==> config.mk <==
export PLATFORM = sky130hd
export DESIGN_NAME = horizontal_run_length_smoothing
export DESIGN_NICKNAME = d
export VERILOG_FILES = /design/src/hdl/hrls_pkg.sv /design/src/hdl/hrls_front.sv /design/src/hdl/hrls_fifo.sv /design/src/hdl/hrls_back.sv /design/src/hdl/horizontal_run_length_smoothing.sv
export SDC_FILE = /design/constraint.sdc
export NUM_CORES = 1
export LEC_CHECK = 0
export BUFFER_PORTS_ARGS = -buffer_cell sky130_fd_sc_hd__buf_2
export CORE_MARGIN = 2
export CORE_UTILIZATION = 51
export DETAILED_ROUTE_END_ITERATION = 6
export GPL_TIMING_DRIVEN = 0
export HOLD_SLACK_MARGIN = 0.12
export PLACE_DENSITY_LB_ADDON = 0.3
export SETUP_SLACK_MARGIN = 0.15
export SLEW_MARGIN = 0
export SYNTH_ARGS = -nofsm -noshare
export SYNTH_HDL_FRONTEND = slang
export SYNTH_HIERARCHICAL = 1
export SYNTH_SLANG_ARGS = --single-unit
==> constraint.sdc <==
create_clock -name i_clk -period 4.09 [get_ports i_clk]
set_clock_uncertainty 0.15 [all_clocks]
set_input_delay 0.409 -clock i_clk [delete_from_list [all_inputs] [get_ports i_clk]]
set_output_delay 0.409 -clock i_clk [all_outputs]
set_load 0.1 [all_outputs]
==> src/hdl/hrls_pkg.sv <==
// Shared types and constants of the horizontal run-length smoothing block.
`timescale 1ns / 1ps
package hrls_pkg;

    localparam int MAX_LINE  = 4096;
    localparam int LEN_W     = $clog2(MAX_LINE + 1);
    localparam int CFG_IDX_W = 1;
    localparam int EDGE_W    = 2;

    localparam logic [CFG_IDX_W-1:0] CFG_GAP_THRESHOLD = 1'd0;
    localparam logic [CFG_IDX_W-1:0] CFG_EDGE_MODE     = 1'd1;

    localparam logic [LEN_W-1:0]  GAP_RESET  = LEN_W'(23);
    localparam logic [EDGE_W-1:0] EDGE_RESET = '0;
    localparam logic [LEN_W-1:0]  LEN_MAX    = LEN_W'(MAX_LINE);

    // One queued event: an optional closed white run, then an optional black pixel.
    typedef struct packed {
        logic             w_valid;
        logic             w_black;
        logic [LEN_W-1:0] w_len;
        logic             w_done;
        logic             b_valid;
        logic             b_done;
    } t_event;

    typedef struct packed {
        logic              valid;
        logic [CFG_IDX_W-1:0] index;
        logic [LEN_W-1:0]  data;
    } t_cfg_wr;

endpackage

==> src/hdl/hrls_front.sv <==
// Front end: configuration registers, white-run counter and run classification.
`timescale 1ns / 1ps
module hrls_front (
    input  logic            i_clk,
    input  logic            i_rst_n,
    input  hrls_pkg::t_cfg_wr i_cfg,
    input  logic            i_pix_valid,
    input  logic            i_pix_black,
    input  logic            i_pix_end,
    input  logic            i_q_full,
    output logic            o_pix_ready,
    output logic            o_push,
    output hrls_pkg::t_event o_event
);
    import hrls_pkg::*;

    logic [LEN_W-1:0]  r_gap, n_gap;
    logic [EDGE_W-1:0] r_edge, n_edge;
    logic [LEN_W-1:0]  r_cnt, n_cnt;
    logic              r_start, n_start;

    logic             accept;
    logic [LEN_W-1:0] cnt_inc;
    logic [LEN_W-1:0] close_len;
    logic             lead_ok;
    logic             trail_ok;

    assign o_pix_ready = !i_q_full;
    assign accept      = i_pix_valid && !i_q_full;
    assign cnt_inc     = (r_cnt < LEN_MAX) ? r_cnt + LEN_W'(1) : r_cnt;

    // A white pixel that ends the line closes the run including itself.
    assign close_len = i_pix_black ? r_cnt : cnt_inc;
    assign lead_ok   = !(r_start && !r_edge[0]);
    assign trail_ok  = !(!i_pix_black && !r_edge[1]);

    always_comb begin
        o_event.w_valid = i_pix_black ? (r_cnt != '0) : 1'b1;
        o_event.w_black = lead_ok && trail_ok && (close_len < r_gap);
        o_event.w_len   = close_len;
        o_event.w_done  = !i_pix_black;
        o_event.b_valid = i_pix_black;
        o_event.b_done  = i_pix_end;
    end

    assign o_push = accept && (i_pix_black || i_pix_end);

    always_comb begin
        n_gap   = r_gap;
        n_edge  = r_edge;
        n_cnt   = r_cnt;
        n_start = r_start;
        if (i_cfg.valid) begin
            unique case (i_cfg.index)
                CFG_GAP_THRESHOLD: n_gap  = i_cfg.data;
                CFG_EDGE_MODE:     n_edge = i_cfg.data[EDGE_W-1:0];
                default: ;
            endcase
        end
        if (accept) begin
            if (i_pix_black) begin
                n_cnt   = '0;
                n_start = i_pix_end;
            end else if (i_pix_end) begin
                n_cnt   = '0;
                n_start = 1'b1;
            end else begin
                n_cnt   = cnt_inc;
            end
        end
    end

    always_ff @(posedge i_clk) begin
        if (!i_rst_n) begin
            r_gap   <= GAP_RESET;
            r_edge  <= EDGE_RESET;
            r_cnt   <= '0;
            r_start <= 1'b1;
        end else begin
            r_gap   <= n_gap;
            r_edge  <= n_edge;
            r_cnt   <= n_cnt;
            r_start <= n_start;
        end
    end

endmodule

==> src/hdl/hrls_fifo.sv <==
// Event queue between the front end and the run emitter.
`timescale 1ns / 1ps
module hrls_fifo #(
    parameter int DEPTH = 4
) (
    input  logic            i_clk,
    input  logic            i_rst_n,
    input  logic            i_push,
    input  hrls_pkg::t_event i_data,
    input  logic            i_pop,
    output logic            o_full,
    output logic            o_valid,
    output hrls_pkg::t_event o_head
);
    import hrls_pkg::*;

    localparam int PTR_W = (DEPTH > 1) ? $clog2(DEPTH) : 1;
    localparam int CNT_W = $clog2(DEPTH + 1);
    localparam logic [PTR_W-1:0] PTR_LAST = PTR_W'(DEPTH - 1);

    t_event           r_mem [DEPTH];
    logic [PTR_W-1:0] r_wr, n_wr;
    logic [PTR_W-1:0] r_rd, n_rd;
    logic [CNT_W-1:0] r_cnt, n_cnt;

    assign o_full  = (r_cnt == CNT_W'(DEPTH));
    assign o_valid = (r_cnt != '0);
    assign o_head  = r_mem[r_rd];

    always_comb begin
        n_wr  = r_wr;
        n_rd  = r_rd;
        n_cnt = r_cnt;
        if (i_push) begin
            n_wr = (r_wr == PTR_LAST) ? '0 : r_wr + PTR_W'(1);
        end
        if (i_pop) begin
            n_rd = (r_rd == PTR_LAST) ? '0 : r_rd + PTR_W'(1);
        end
        if (i_push && !i_pop) begin
            n_cnt = r_cnt + CNT_W'(1);
        end else if (i_pop && !i_push) begin
            n_cnt = r_cnt - CNT_W'(1);
        end
    end

    always_ff @(posedge i_clk) begin
        if (i_push) begin
            r_mem[r_wr] <= i_data;
        end
    end

    always_ff @(posedge i_clk) begin
        if (!i_rst_n) begin
            r_wr  <= '0;
            r_rd  <= '0;
            r_cnt <= '0;
        end else begin
            r_wr  <= n_wr;
            r_rd  <= n_rd;
            r_cnt <= n_cnt;
        end
    end

endmodule

==> src/hdl/hrls_back.sv <==
// Back end: expands queued events into runs and holds them in the output register.
`timescale 1ns / 1ps
module hrls_back (
    input  logic            i_clk,
    input  logic            i_rst_n,
    input  logic            i_q_valid,
    input  hrls_pkg::t_event i_head,
    output logic            o_pop,
    output logic            o_valid,
    input  logic            i_ready,
    output logic            o_run_black,
    output logic [hrls_pkg::LEN_W-1:0] o_run_length,
    output logic            o_line_done,
    output logic            o_last
);
    import hrls_pkg::*;

    logic             r_phase, n_phase;
    logic             r_ov, n_ov;
    logic             r_black;
    logic [LEN_W-1:0] r_len;
    logic             r_done;
    logic             r_last;

    logic             load;
    logic             sel_white;
    logic             fin;
    logic             c_black;
    logic [LEN_W-1:0] c_len;
    logic             c_done;

    // Phase 0 emits the white run when present; otherwise, or in phase 1, the black pixel.
    assign sel_white = !r_phase && i_head.w_valid;
    assign fin       = !(sel_white && i_head.b_valid);
    assign c_black   = sel_white ? i_head.w_black : 1'b1;
    assign c_len     = sel_white ? i_head.w_len : LEN_W'(1);
    assign c_done    = sel_white ? i_head.w_done : i_head.b_done;

    assign load  = i_q_valid && (!r_ov || i_ready);
    assign o_pop = load && fin;

    always_comb begin
        n_phase = r_phase;
        n_ov    = r_ov;
        if (load) begin
            n_phase = !fin;
            n_ov    = 1'b1;
        end else if (i_ready) begin
            n_ov    = 1'b0;
        end
    end

    always_ff @(posedge i_clk) begin
        if (load) begin
            r_black <= c_black;
            r_len   <= c_len;
            r_done  <= c_done;
            r_last  <= fin;
        end
    end

    always_ff @(posedge i_clk) begin
        if (!i_rst_n) begin
            r_phase <= 1'b0;
            r_ov    <= 1'b0;
        end else begin
            r_phase <= n_phase;
            r_ov    <= n_ov;
        end
    end

    assign o_valid      = r_ov;
    assign o_run_black  = r_black;
    assign o_run_length = r_len;
    assign o_line_done  = r_done;
    assign o_last       = r_last;

    // Second phase only exists for an event still at the head with both parts.
    a_phase_head: assert property (@(posedge i_clk) disable iff (!i_rst_n)
        r_phase |-> (i_q_valid && i_head.w_valid && i_head.b_valid))
        else $error("second phase without a split event at the head");

    // A run never leaves with zero length.
    a_len_nonzero: assert property (@(posedge i_clk) disable iff (!i_rst_n)
        r_ov |-> (r_len != '0))
        else $error("zero-length run on output");

    // A white run followed by its black pixel can never close the line.
    a_split_no_done: assert property (@(posedge i_clk) disable iff (!i_rst_n)
        (r_ov && !r_last) |-> !r_done)
        else $error("line closed by a run that is not the last of its pixel");

endmodule

==> src/hdl/horizontal_run_length_smoothing.sv <==
// Top level of the horizontal run-length smoothing block.
//
// Usage:
//   Pixels of a scan line enter on the slave stream, one per transfer, in
//   raster order: tdata[0] is the pixel (1 black, 0 white), tlast marks the
//   last pixel of the line. Runs leave on the master stream: tdata carries
//   the colour and the length, tlast marks the run that ends the line, and
//   tuser marks the last run caused by one input pixel. A white run shorter
//   than gap_threshold is sent as black; edge_mode bit 0 / bit 1 allow the
//   leading / trailing run of a line to be filled.
// Rate and flow:
//   One pixel per clock is accepted while the event queue has room. A run
//   passes through the event queue into the output register once the pixel
//   that closes it is transferred. A black pixel after a white run yields
//   two runs, so its event stays at the queue head until both are sent; the
//   QUEUE_DEPTH queue of events absorbs this and output stalls.
// Reset and stalls:
//   Reset empties the queue and output register, sets gap_threshold to 23,
//   edge_mode to 0 and starts a fresh line. When the receiver stalls, the
//   output holds; once the queue fills, o_s_tready drops.
//   Configuration writes are accepted every cycle; write them only while idle.
`timescale 1ns / 1ps
module horizontal_run_length_smoothing #(
    parameter int QUEUE_DEPTH = 4
) (
    input  logic        i_clk,
    input  logic        i_rst_n,
    // slave stream: tdata = {7'b0, pixel_black}, tlast = line_end
    input  logic        i_s_tvalid,
    output logic        o_s_tready,
    input  logic [7:0]  i_s_tdata,
    input  logic        i_s_tlast,
    // master stream: tdata = {2'b0, run_length[12:0], run_black}
    // tlast = line_done, tuser = last
    output logic        o_m_tvalid,
    input  logic        i_m_tready,
    output logic [15:0] o_m_tdata,
    output logic        o_m_tlast,
    output logic        o_m_tuser,
    // configuration write channel
    input  logic        i_cfg_valid,
    output logic        o_cfg_ready,
    input  logic [hrls_pkg::CFG_IDX_W-1:0] i_cfg_index,
    input  logic [hrls_pkg::LEN_W-1:0]     i_cfg_data
);
    import hrls_pkg::*;

    t_cfg_wr          cfg_wr;
    t_event           push_event;
    t_event           head_event;
    logic             push;
    logic             pop;
    logic             q_full;
    logic             q_valid;
    logic             run_black;
    logic [LEN_W-1:0] run_length;

    // Registers take a write in any cycle.
    assign o_cfg_ready  = 1'b1;
    assign cfg_wr.valid = i_cfg_valid;
    assign cfg_wr.index = i_cfg_index;
    assign cfg_wr.data  = i_cfg_data;

    // Classify each pixel and queue the runs it closes.
    hrls_front u_front (
        .i_clk       (i_clk),
        .i_rst_n     (i_rst_n),
        .i_cfg       (cfg_wr),
        .i_pix_valid (i_s_tvalid),
        .i_pix_black (i_s_tdata[0]),
        .i_pix_end   (i_s_tlast),
        .i_q_full    (q_full),
        .o_pix_ready (o_s_tready),
        .o_push      (push),
        .o_event     (push_event)
    );

    // Decouple pixel intake from run emission.
    hrls_fifo #(
        .DEPTH (QUEUE_DEPTH)
    ) u_fifo (
        .i_clk   (i_clk),
        .i_rst_n (i_rst_n),
        .i_push  (push),
        .i_data  (push_event),
        .i_pop   (pop),
        .o_full  (q_full),
        .o_valid (q_valid),
        .o_head  (head_event)
    );

    // Expand events into one or two runs each and drive the master stream.
    hrls_back u_back (
        .i_clk        (i_clk),
        .i_rst_n      (i_rst_n),
        .i_q_valid    (q_valid),
        .i_head       (head_event),
        .o_pop        (pop),
        .o_valid      (o_m_tvalid),
        .i_ready      (i_m_tready),
        .o_run_black  (run_black),
        .o_run_length (run_length),
        .o_line_done  (o_m_tlast),
        .o_last       (o_m_tuser)
    );

    assign o_m_tdata = {2'b00, run_length, run_black};

endmodule
==> results.txt, run 1 <==
----------------------------------------------------
[Critical path]
  Critical Path RT ... just over 4 ns
  Biggest cell delay along the critical path ... between 0.6 and 0.7 ns
  Largest driver fanout on the critical path ... 6
  Endpoint of the most critical register-to-register path ... u_fifo/r_mem[1][16]
  Crit start category ... flip-flop
  Critical setup path kind ... reg2reg
  Cell breakdown of the critical path ... ha_1 > nand4b_1 > or2_2 > nor2_1 > xor2_1 > ha_1 > nand4_1 > nor2_1 > o21ai_0 > nor3b_1
  Endpoint type of the worst setup path ... flip-flop
  Worst-path cell with the longest stage delay ... sky130_fd_sc_hd__nor3b_1
  R2r startpoint ... u_front/r_cnt[0]
  Number of cells traversed by the worst register-to-register path ... 10
  Register-to-Register Setup Slack ... around 0.42 ns
  Arr. time, crit path ... 3.62 ns

[Worst hold path]
  Hold path startpoint ... i_m_tready
  Worst Hold End ... u_back/o_valid
  Class of the worst hold path ... in2reg
  Worst Hold Depth ... 3

[Floorplan]
  Width of the die ... about 110 um
  Core Region ... around 11000 um2
  Boundary Pins ... 49
  Row count ... 38
  Initial Util ... 52.8%
  Die height ... roughly 110 um
  Die outline area ... between 10000 and 15000 um2

[Clock network]
  Num CTS Buffers ... 17
  TritonCTS clock tree ... done
  Root buffer selected by CTS ... sky130_fd_sc_hd__clkbuf_16
  Deepest clock path buffer count ... 2
  H-tree Lvls ... 4
  Number of sinks handled by clock tree synthesis ... 128
  Clock latency of the later-clocked register in the worst-skew pair ... 0.41 ns
  Clk pin slew, worst setup/hold paths ... approximately 0.06 ns

[Place]
  Final HPWL from detailed placement ... ~7.4 mm
  Buffers on Ports ... 37
  GPL Wtd Cong ... 0.871

[Detailed routing]
  Detailed Route Iter0 Violations ... approximately 180
  Vias/cell ... 5.34
  Antenna Violating Nets Remaining ... 0
  Count of vias placed by the detailed router ... 3559
  Wire length per cell ... between 15 and 20 um
  Detailed Routing Iterations Pass 1 ... 4
  Final Routed Wirelength ... 11.0 mm
  # DRC ... 0

[Cells and area]
  Number of fillers in the final layout ... approximately 840
  Fraction of final layout cells with drive strength greater than 1 ... between 20% and 30%
  Diodes inserted ... 0
  P&R area growth vs syn ... 19.4%
  Net count reported at finish ... 563

[STA]
  Maximum frequency from static timing analysis ... 272 MHz
  Post-layout minimum cycle time ... 3.67 ns
  Worst slew margin ... a little over a third
  Final max-slew violation count ... 0
  Final Hold Vio Count ... 0
  Setup repair after global routing missed its margin ... false
  Transition time at the pin with the least slew margin ... between 0.9 and 1 ns
  Setup violators final ... 0
  Worst-case hold slack ... 0.154 ns
  Setup TNS ... 0 ns
  Final critical-path share of the clock period ... roughly 90%

[Synthesis]
  Library cell with the largest summed area after synthesis ... sky130_fd_sc_hd__edfxtp_1
  Adder-cell share of the synthesized area ... 4.68%
  Share of the synthesized area in compound gates (AO/OA/AOI/OAI) ... about 6.1%
  Simple logic cell fraction of the synthesized area ... 13.9%
  Cell area after synthesis ... slightly below 6000 um2
  Portion of synthesized cell area occupied by the leading cell type ... a little under half
  Mean post-synth cell area ... 13.0 um2
  Top-count cell post-synth ... sky130_fd_sc_hd__edfxtp_1
  Post-synth top cells ... sky130_fd_sc_hd__edfxtp_1, sky130_fd_sc_hd__nand2_1, sky130_fd_sc_hd__dfxtp_1
  Number of flip-flops and latches in the synthesized netlist ... roughly 130
  Library cells used by synthesis ... 52
  Synth top area cells ... sky130_fd_sc_hd__edfxtp_1, sky130_fd_sc_hd__dfxtp_1, sky130_fd_sc_hd__ha_1, sky130_fd_sc_hd__mux4_2, sky130_fd_sc_hd__mux4_1
  Number of warnings issued by yosys ... 6
  Number of synthesized flops with an enable pin ... 88
  Proportion of synthesized flip-flops having asynchronous set or reset ... 0%
  Gate count after technology mapping ... 443
  Post-synthesis sequential area ratio ... 59.6%
  Mux share of post-synthesis cell area ... between 8 and 9%
  Dominant combinational cell family by area after synthesis ... simple AND/OR/NAND/NOR gates
  Most used flip-flop cell after synthesis ... sky130_fd_sc_hd__edfxtp_1
  Xor-xnor portion of the synthesized cell area ... 2.12%

[Global route]
  Sum of overflow across all layers after global routing ... 0
  Antenna violations before repair ... 0
  First-pass GRT wire length ... ~18 mm
  Vias in the first global route ... 3549
  Overall fraction of global-route tracks in use ... around a fifth
  Maximum number of pins on one net before global-route repair ... 19

[Power]
  Power Density ... between 600 and 700 nW/um2
  Leakage Power ... about 2.7 nW
  Final Power ... around 4.6 mW
  Maximum VDD drop ... approximately 0.72 mV

[Outcome]
  Run status ... finished, final reports clean

[Job]
  Maximum capacitance violations ... 0

----------------------------------------------------
==> cell type report <==
type	count	area, um2	area share, %
flip-flops and latches	128	3440	49.9
multi-input cells	264	2060	29.8
clock buffers	17	425	6.17
repair buffers	51	325	4.72
clock inverters	15	193	2.79
plain buffers	27	185	2.68
well taps	140	175	2.54
inverters	25	93.8	1.36
==> critical path, delay by kind of cell, from the launching register on <==
| family | cells | cell delay, ns |
|---|---|---|
| adder cells (fa/ha/maj) | 2 | 0.64 |
| flip-flops | 1 | 0.43 |
| AO/OA/AOI/OAI | 1 | 0.09 |
| XOR/XNOR | 1 | 0.51 |
| AND/OR/NAND/NOR | 6 | 1.53 |
==> worst max path at each step <==
stage | from | to | slack [ns]
after floorplan | flip-flop | u_fifo/r_cnt[2] | 1.27
after global placement | u_front/r_cnt[0] | u_fifo/r_mem[0][16] | 0.66
after detailed placement | u_front/r_cnt[0] | u_fifo/r_mem[1][16] | 0.57
after CTS | u_front/r_cnt[0] | u_fifo/r_mem[1][16] | 0.52
after global routing | u_front/r_cnt[0] | u_fifo/r_mem[2][16] | 0.20
final | u_front/r_cnt[0] | u_fifo/r_mem[1][16] | 0.42
==> routing by layer <==
| layer | part of all wire [%] | track usage [%] | up-vias | wire length, um |
|---|---|---|---|---|
| met5 | 0 | 0 | - | 0 |
| met4 | 0.56 | 5.75 | 0 | 61 |
| met3 | 4.6 | 5.38 | 6 | 506 |
| met2 | 52 | 32.7 | 82 | 5710 |
| met1 | 43 | 23.6 | 1727 | 4700 |
| li1 | - | - | 1744 | - |
==> sequential cells by signal (all words and copies together), names as in the netlist, 2 cells and up, named ones only <==
name                 cells
u_fifo/r_cnt             3
u_front/r_cnt           13
u_back/o_run_length     13
u_fifo/r_rd              2
u_fifo/r_mem            72
u_front/r_gap           13
u_front/r_edge           2
u_fifo/r_wr              2
==> power breakdown <==
part           switching [mW]  internal [mW]
Combinational            1.03          0.400
Sequential             0.0547           1.60
Clock                   0.543           1.01
==> per-stage QoR <==
step / utilization (%) / instances / worst slack (ns) / area, um2
4_1_cts: 63.1 / 667 / 0.519 / 6900
3_5_place_dp: 56.2 / 621 / 0.567 / 6140
5_1_grt: 63.1 / 667 / 0.200 / 6900
3_3_place_gp: 56.2 / 621 / 0.655 / 6140
6_report: 63.1 / 667 / 0.420 / 6900
2_1_floorplan: - / 444 / 1.27 / 5780
==> logic make-up (layout without fill, tap and decap cells) <==
kind of cell,count (synthesis),in the layout
AND/OR/NAND/NOR,152,152
AO/OA/AOI/OAI,50,50
multiplexers,24,24
flip-flops,128,128
adder cells (fa/ha/maj),21,21
buffers and inverters,52,135
XOR/XNOR,14,14
other,2,3
==> placed cells by master, fill, tap and decap left out, drive strengths merged, types with 17 or more instances in the layout <==
cell / count
and2: 17
buf: 58
clkbuf: 23
dfxtp: 40
edfxtp: 88
ha: 20
inv: 26
mux4: 18
nand2: 49
nor2: 21
==> repair_timing <==
item                                    4_1_cts  5_1_grt
gates resized for setup                       0        0
hold buffers                                 14        0
endpoints found under the hold margin        18        0
endpoints found under the setup margin        0        0
setup buffers                                 0        0
Power figures use the tool's default switching activity.
==> inputs of run 2 (changes only) <==
Settings changed: CORE_UTILIZATION 51 to 35, GPL_TIMING_DRIVEN 0 to 1, HOLD_SLACK_MARGIN 0.12 to not set.
==> results.txt, run 2 (synthesis results as in run 1) <==
----------------------------------------------------
[Outcome]
  Run status ... finished, final reports clean

[Cells and area]
  Register ranked first by flip-flop count ... u_fifo/r_mem
  Reg area ... 3440 um2 (unchanged)
  Fraction of final layout cells with drive strength greater than 1 ... 19.2% (-1.3 points)
  P&R area growth vs syn ... 15.9%
  Final instance area ... 6700 um2 (-2.9%)
  Number of fillers in the final layout ... 1508 (+80%)
  Highest-count cells in the layout ignoring fill and taps ... sky130_fd_sc_hd__edfxtp_1, sky130_fd_sc_hd__nand2_1, sky130_fd_sc_hd__dfxtp_1, sky130_fd_sc_hd__buf_2, sky130_fd_sc_hd__inv_1
  Multi-input gate area in the final layout ... 2060 um2 (unchanged)
  Net count reported at finish ... 530 (-5.9%)
  Commonest non-fill, non-tap cell in the layout ... sky130_fd_sc_hd__edfxtp_1
  Flip-flop count of the largest register after layout ... 72 (unchanged)
  Diodes inserted ... 0 (unchanged)

[Detailed routing]
  # DRC ... 0 (unchanged)
  Detailed Route Iter0 Violations ... 202 (+11%)
  Vias/cell ... 4.86 (-8.8%)
  Count of vias placed by the detailed router ... 3454 (-3.0%)
  Detailed Routing Iterations Pass 1 ... 4 (unchanged)
  Antenna Violating Nets Remaining ... 0 (unchanged)
  Final Routed Wirelength ... 11.1 mm (+1.5%)
  Wire length per cell ... 15.7 um (-4.7%)

[Clock network]
  Clk pin slew, worst setup/hold paths ... 0.05 ns (about the same)
  Number of sinks handled by clock tree synthesis ... 128 (unchanged)
  Num CTS Buffers ... 17 (unchanged)
  Number of instances resized during post-cts repair ... 0 (unchanged)
  TritonCTS clock tree ... done
  Post-CTS Setup Repair Bufs ... 0 (unchanged)
  Deepest clock path buffer count ... 2 (unchanged)
  Root buffer selected by CTS ... sky130_fd_sc_hd__clkbuf_16
  Post-cts hold buffer count ... 0 (-14)
  Clock latency of the later-clocked register in the worst-skew pair ... 0.42 ns (about the same)
  H-tree Lvls ... 4 (unchanged)

[Critical path]
  Largest driver fanout on the critical path ... 6 (unchanged)
  Arr. time, crit path ... 3.43 ns (-0.19 ns)
  Critical Path RT ... 4.06 ns (+0.02 ns)
  R2r startpoint ... u_front/r_cnt[0]
  Crit start category ... flip-flop
  Endpoint type of the worst setup path ... flip-flop
  Critical Path Start ... u_front/r_cnt[0]
  Critical setup path kind ... reg2reg

[Worst hold path]
  Class of the worst hold path ... in2reg
  Hold path startpoint ... i_cfg_data[0]

[STA]
  Setup violators final ... 0 (unchanged)
  Setup repair after global routing missed its margin ... false
  Setup slack of the critical path after layout ... 0.632 ns (+0.212 ns)
  Worst slew margin ... 32.7% (-2.5 points)
  Transition time at the pin with the least slew margin ... 1.01 ns (+0.0371 ns)
  Post-layout minimum cycle time ... 3.46 ns (-0.212 ns)
  Final Hold Vio Count ... 0 (unchanged)
  Setup TNS ... 0 ns (unchanged)
  Maximum frequency from static timing analysis ... 289 MHz (+6.1%)
  Final max-slew violation count ... 0 (unchanged)
  Final critical-path share of the clock period ... 84.6% (-5.2 points)

[Power]
  Final Power ... 4.48 mW (-3.5%)
  Power Density ... 669 nW/um2 (-0.56%)
  Leakage Power ... 2.54 nW (-5.3%)
  Maximum VDD drop ... 0.453 mV (-37%)

[Job]
  Maximum capacitance violations ... 0 (unchanged)

[Place]
  Pre-CTS setup slack ... 0.700 ns (+0.133 ns)
  Instance area after placement ... 6110 um2 (-0.53%)
  Buffers on Ports ... 38 (+2.7%)
  Final HPWL from detailed placement ... 7.62 mm (+3.3%)
  GPL Wtd Cong ... 0.807 (-7.4%)

[Global route]
  First-pass GRT wire length ... 18.2 mm (+1.4%)
  Sum of overflow across all layers after global routing ... 0 (unchanged)
  Overall fraction of global-route tracks in use ... 13.7% (-5.4 points)
  Vias in the first global route ... 3490 (-1.7%)
  Maximum number of pins on one net before global-route repair ... 37 (+18)
  Antenna violations before repair ... 0 (unchanged)

[Floorplan]
  Row count ... 46 (+21%)
  Boundary Pins ... 49 (unchanged)
  Width of the die ... 132 um (+20%)
  Die outline area ... 17500 um2 (+44%)
  Core Region ... 16000 um2 (+46%)
  Initial Util ... 36.1% (-17 points)
  Die height ... 132 um (+20%)

----------------------------------------------------
run 2: metrics by stage:
stage          hold WS, ns  util (%)  std cells
2_1_floorplan        0.282         -        444
3_3_place_gp         0.297      38.2        678
3_5_place_dp         0.312      38.2        678
4_1_cts             0.0580      41.9        710
5_1_grt             0.0629      41.9        710
6_report            0.0720      41.9        710
run 2: where the power goes:
part	switching (mW)	internal, mW
clock network	0.528	0.934
logic	0.996	0.353
registers	0.0665	1.60
run 2: layout make-up:
cell class / instances / share of cell area [%]
timing repair buffer: 45 / 3.62
sequential: 128 / 51.4
inverter: 25 / 1.40
clock buffer: 24 / 7.66
clock inverter: 8 / 1.14
multi-input combinational: 264 / 30.7
tap: 216 / 4.04
run 2: final timing paths:
check	endpoint	depth (start not counted)	slack [ns]
setup / recovery	u_fifo/r_mem[1][16]	10	0.63
hold / removal	u_front/r_gap[0]	3	0.07
setup reg to reg	u_fifo/r_mem[1][16]	10	0.63
hold reg to reg	u_front/r_gap[7]	2	0.31
run 2: layer usage:
| layer | routed length [um] | share of wire [%] | vias up | global-route usage, % |
|---|---|---|---|---|
| met3 | 396 | 3.6 | 15 | 3.75 |
| li1 | - | - | 1682 | - |
| met5 | 0 | 0 | - | 0 |
| met4 | 187 | 1.7 | 0 | 6.27 |
| met1 | 5070 | 45 | 1694 | 16.6 |
| met2 | 5490 | 49 | 63 | 22.9 |
run 2: worst max-delay path, cell delays in order, from the launching register on:
cell	delay (ns)
sky130_fd_sc_hd__dfxtp_1	0.43
sky130_fd_sc_hd__ha_1	0.26
sky130_fd_sc_hd__nand4b_1	0.25
sky130_fd_sc_hd__or2_2	0.38
sky130_fd_sc_hd__nor2_1	0.13
sky130_fd_sc_hd__xor2_1	0.40
sky130_fd_sc_hd__ha_1	0.35
sky130_fd_sc_hd__nand4_1	0.11
sky130_fd_sc_hd__nor2_1	0.05
sky130_fd_sc_hd__o21ai_0	0.06
sky130_fd_sc_hd__nor3b_1	0.58
==> inputs of run 3 (changes only) <==
Clock period 4.09 ns to 3.44 ns, I/O delays scaled along.
==> results.txt, run 3 (synthesis results as in run 1) <==
----------------------------------------------------
[Critical path]
  Critical Path RT ... 3.50 ns (-0.56 ns)
  Critical setup path kind ... reg2reg
  Arr. time, crit path ... 3.05 ns (-0.38 ns)
  Register-to-Register Setup Slack ... 0.45 ns (-0.18 ns)
  Family with the most delay on the worst path ... simple AND/OR/NAND/NOR gates
  Endpoint of the most critical register-to-register path ... u_fifo/r_mem[0][16]
  Worst-path cell with the longest stage delay ... sky130_fd_sc_hd__dfxtp_1
  R2r startpoint ... u_front/r_cnt[4]
  Largest driver fanout on the critical path ... 7 (+1)
  Critical Path Start ... u_front/r_cnt[4]
  Critical path depth ... 8 (-2)
  Number of cells traversed by the worst register-to-register path ... 8 (-2)
  Endpoint type of the worst setup path ... flip-flop
  Count of buffering cells on the critical path with inverters included ... 0 (unchanged)
  Cell breakdown of the critical path ... nand2_1 > or3_1 > nor3_2 > xnor2_1 > ha_1 > a2111oi_0 > o21ai_0 > nor3b_2
  Biggest cell delay along the critical path ... 0.49 ns (-0.09 ns)
  Crit start category ... flip-flop

[STA]
  Post-layout minimum cycle time ... 2.99 ns (-0.468 ns)
  Setup violators final ... 0 (unchanged)
  Final max-slew violation count ... 0 (unchanged)
  Transition time at the pin with the least slew margin ... 0.643 ns (-0.366 ns)
  Setup repair after global routing missed its margin ... false
  Final Hold Vio Count ... 0 (unchanged)
  Maximum frequency from static timing analysis ... 334 MHz (+16%)
  Setup TNS ... 0 ns (unchanged)
  Worst slew margin ... 57.0% (+24 points)
  Final critical-path share of the clock period ... 86.9% (+2.4 points)
  Worst-case hold slack ... 0.0201 ns (-0.0519 ns)

[Power]
  Combinational power share ... 29.8% (-0.3 points)
  Leakage Power ... 2.64 nW (+3.9%)
  Power Density ... 796 nW/um2 (+19%)
  Maximum VDD drop ... 0.453 mV (about the same)
  Final Power ... 5.47 mW (+22%)
  Net Sw Frac ... 35.2% (-0.35 points)
  Portion of total power attributed to the clock network ... 34.1% (+1.5 points)
  Int Power ... 3.55 mW (+23%)
  Net Sw Power ... 1.93 mW (+21%)
  Sequential share of power ... 36.2% (-1.0 points)

[Place]
  GPL Wtd Cong ... 0.863 (+7.0%)
  Buffers on Ports ... 38 (unchanged)
  Final HPWL from detailed placement ... 7.91 mm (+3.9%)

[Worst hold path]
  Hold path startpoint ... i_cfg_data[0]
  Worst Hold Depth ... 3 (unchanged)
  Class of the worst hold path ... in2reg
  Worst Hold End ... u_front/r_gap[0]

[Global route]
  Overall fraction of global-route tracks in use ... 13.9% (+0.18 points)
  Sum of overflow across all layers after global routing ... 0 (unchanged)
  Vias in the first global route ... 3568 (+2.2%)
  First-pass GRT wire length ... 18.4 mm (+1.5%)
  Maximum number of pins on one net before global-route repair ... 37 (unchanged)
  Antenna violations before repair ... 0 (unchanged)

[Clock network]
  Clk pin slew, worst setup/hold paths ... 0.05 ns (about the same)
  Deepest clock path buffer count ... 2 (unchanged)
  H-tree Lvls ... 4 (unchanged)
  Root buffer selected by CTS ... sky130_fd_sc_hd__clkbuf_16
  Num CTS Buffers ... 17 (unchanged)
  TritonCTS clock tree ... done
  Number of sinks handled by clock tree synthesis ... 128 (unchanged)
  Clock latency of the later-clocked register in the worst-skew pair ... 0.42 ns (about the same)

[Detailed routing]
  Detailed Routing Iterations Pass 1 ... 4 (unchanged)
  Count of vias placed by the detailed router ... 3542 (+2.5%)
  Wire length per cell ... 15.6 um (-0.78%)
  Final Routed Wirelength ... 11.3 mm (+1.2%)
  Antenna Violating Nets Remaining ... 0 (unchanged)
  # DRC ... 0 (unchanged)
  Detailed Route Iter0 Violations ... 239 (+18%)
  Vias/cell ... 4.89 (+0.56%)

[Outcome]
  Run status ... finished, final reports clean

[Cells and area]
  Net count reported at finish ... 544 (+2.6%)
  Register ranked first by flip-flop count ... u_fifo/r_mem
  Diodes inserted ... 0 (unchanged)
  P&R area growth vs syn ... 19.1%
  Fin util ... 43.0% (+1.1 points)
  Flip-flop count of the largest register after layout ... 72 (unchanged)
  Highest-count cells in the layout ignoring fill and taps ... sky130_fd_sc_hd__edfxtp_1, sky130_fd_sc_hd__nand2_1, sky130_fd_sc_hd__dfxtp_1, sky130_fd_sc_hd__buf_2, sky130_fd_sc_hd__inv_1
  Commonest non-fill, non-tap cell in the layout ... sky130_fd_sc_hd__edfxtp_1
  Number of fillers in the final layout ... 1504 (-0.27%)
  Fraction of final layout cells with drive strength greater than 1 ... 21.9% (+2.6 points)

[Floorplan]
  Die outline area ... 17500 um2 (unchanged)
  Die height ... 132 um (unchanged)
  Width of the die ... 132 um (unchanged)
  Initial Util ... 36.1% (unchanged)
  Boundary Pins ... 49 (unchanged)
  Core Region ... 16000 um2 (unchanged)
  Row count ... 46 (unchanged)

[Job]
  Maximum capacitance violations ... 0 (unchanged)

----------------------------------------------------
[run 3: changes by cell type in the layout (fill, tap and decap cells not counted), sizes merged]
cell,before,now
clkbuf,24,23
buf,45,57
clkinv,3,5
dlygate4sd3,0,2
clkinvlp,3,2
[run 3: worst max path at each step]
| stage | end | slack (ns) |
|---|---|---|
| 6_report | u_fifo/r_mem[0][16] | 0.45 |
| 2_1_floorplan | u_fifo/r_cnt[2] | 0.62 |
| 3_5_place_dp | u_fifo/r_mem[0][16] | 0.20 |
| 5_1_grt | u_fifo/r_mem[3][16] | 0.13 |
| 3_3_place_gp | u_fifo/r_mem[0][16] | 0.32 |
| 4_1_cts | u_fifo/r_mem[1][16] | 0.17 |
[run 3: timing repair]
item,4_1_cts,5_1_grt
endpoints found under the hold margin,2,0
setup endpoints to repair,0,4
setup buffers,0,0
gates resized for setup,0,3
hold buffers,2,0
[run 3: power groups by stage]
stage               Sequential, mW  Clock, mW  Combinational [mW]
finish                        1.98       1.86                1.63
global route                  2.01       1.96                1.74
CTS                           1.99       1.90                1.65
detailed placement            2.02          0                1.65
global placement              2.01          0                1.62
floorplan                     2.68          0               0.728
[run 3: layer usage]
layer  routed length (um)  global-route usage (%)  vias to the layer above
met2                 5610                    23.1                       78
li1                     -                       -                     1700
met1                 4900                    16.7                     1742
met3                  462                    3.91                       22
met5                    0                       0                        -
met4                  300                    6.75                        0
[run 3: cell type report]
| cell class | count | area (um2) | share of cell area [%] |
|---|---|---|---|
| sequential | 128 | 3440 | 50.0 |
| multi-input combinational | 264 | 2080 | 30.2 |
| clock buffer | 23 | 554 | 8.06 |
| timing repair buffer | 59 | 353 | 5.13 |
| tap | 216 | 270 | 3.93 |
| inverter | 25 | 93.8 | 1.36 |
| clock inverter | 9 | 87.6 | 1.27 |
[run 3: worst min-delay path: stages]
cell                      delay [ns]
sky130_fd_sc_hd__buf_2          0.09
sky130_fd_sc_hd__nand2_1        0.04
sky130_fd_sc_hd__nand3_1        0.08
[run 3: stage by stage]
step,area [um2],setup WS (ns),std cells
after floorplan,5780,0.619,444
after global placement,6200,0.320,690
after detailed placement,6200,0.200,690
after CTS,6860,0.175,724
after global routing,6880,0.132,724
final,6880,0.449,724
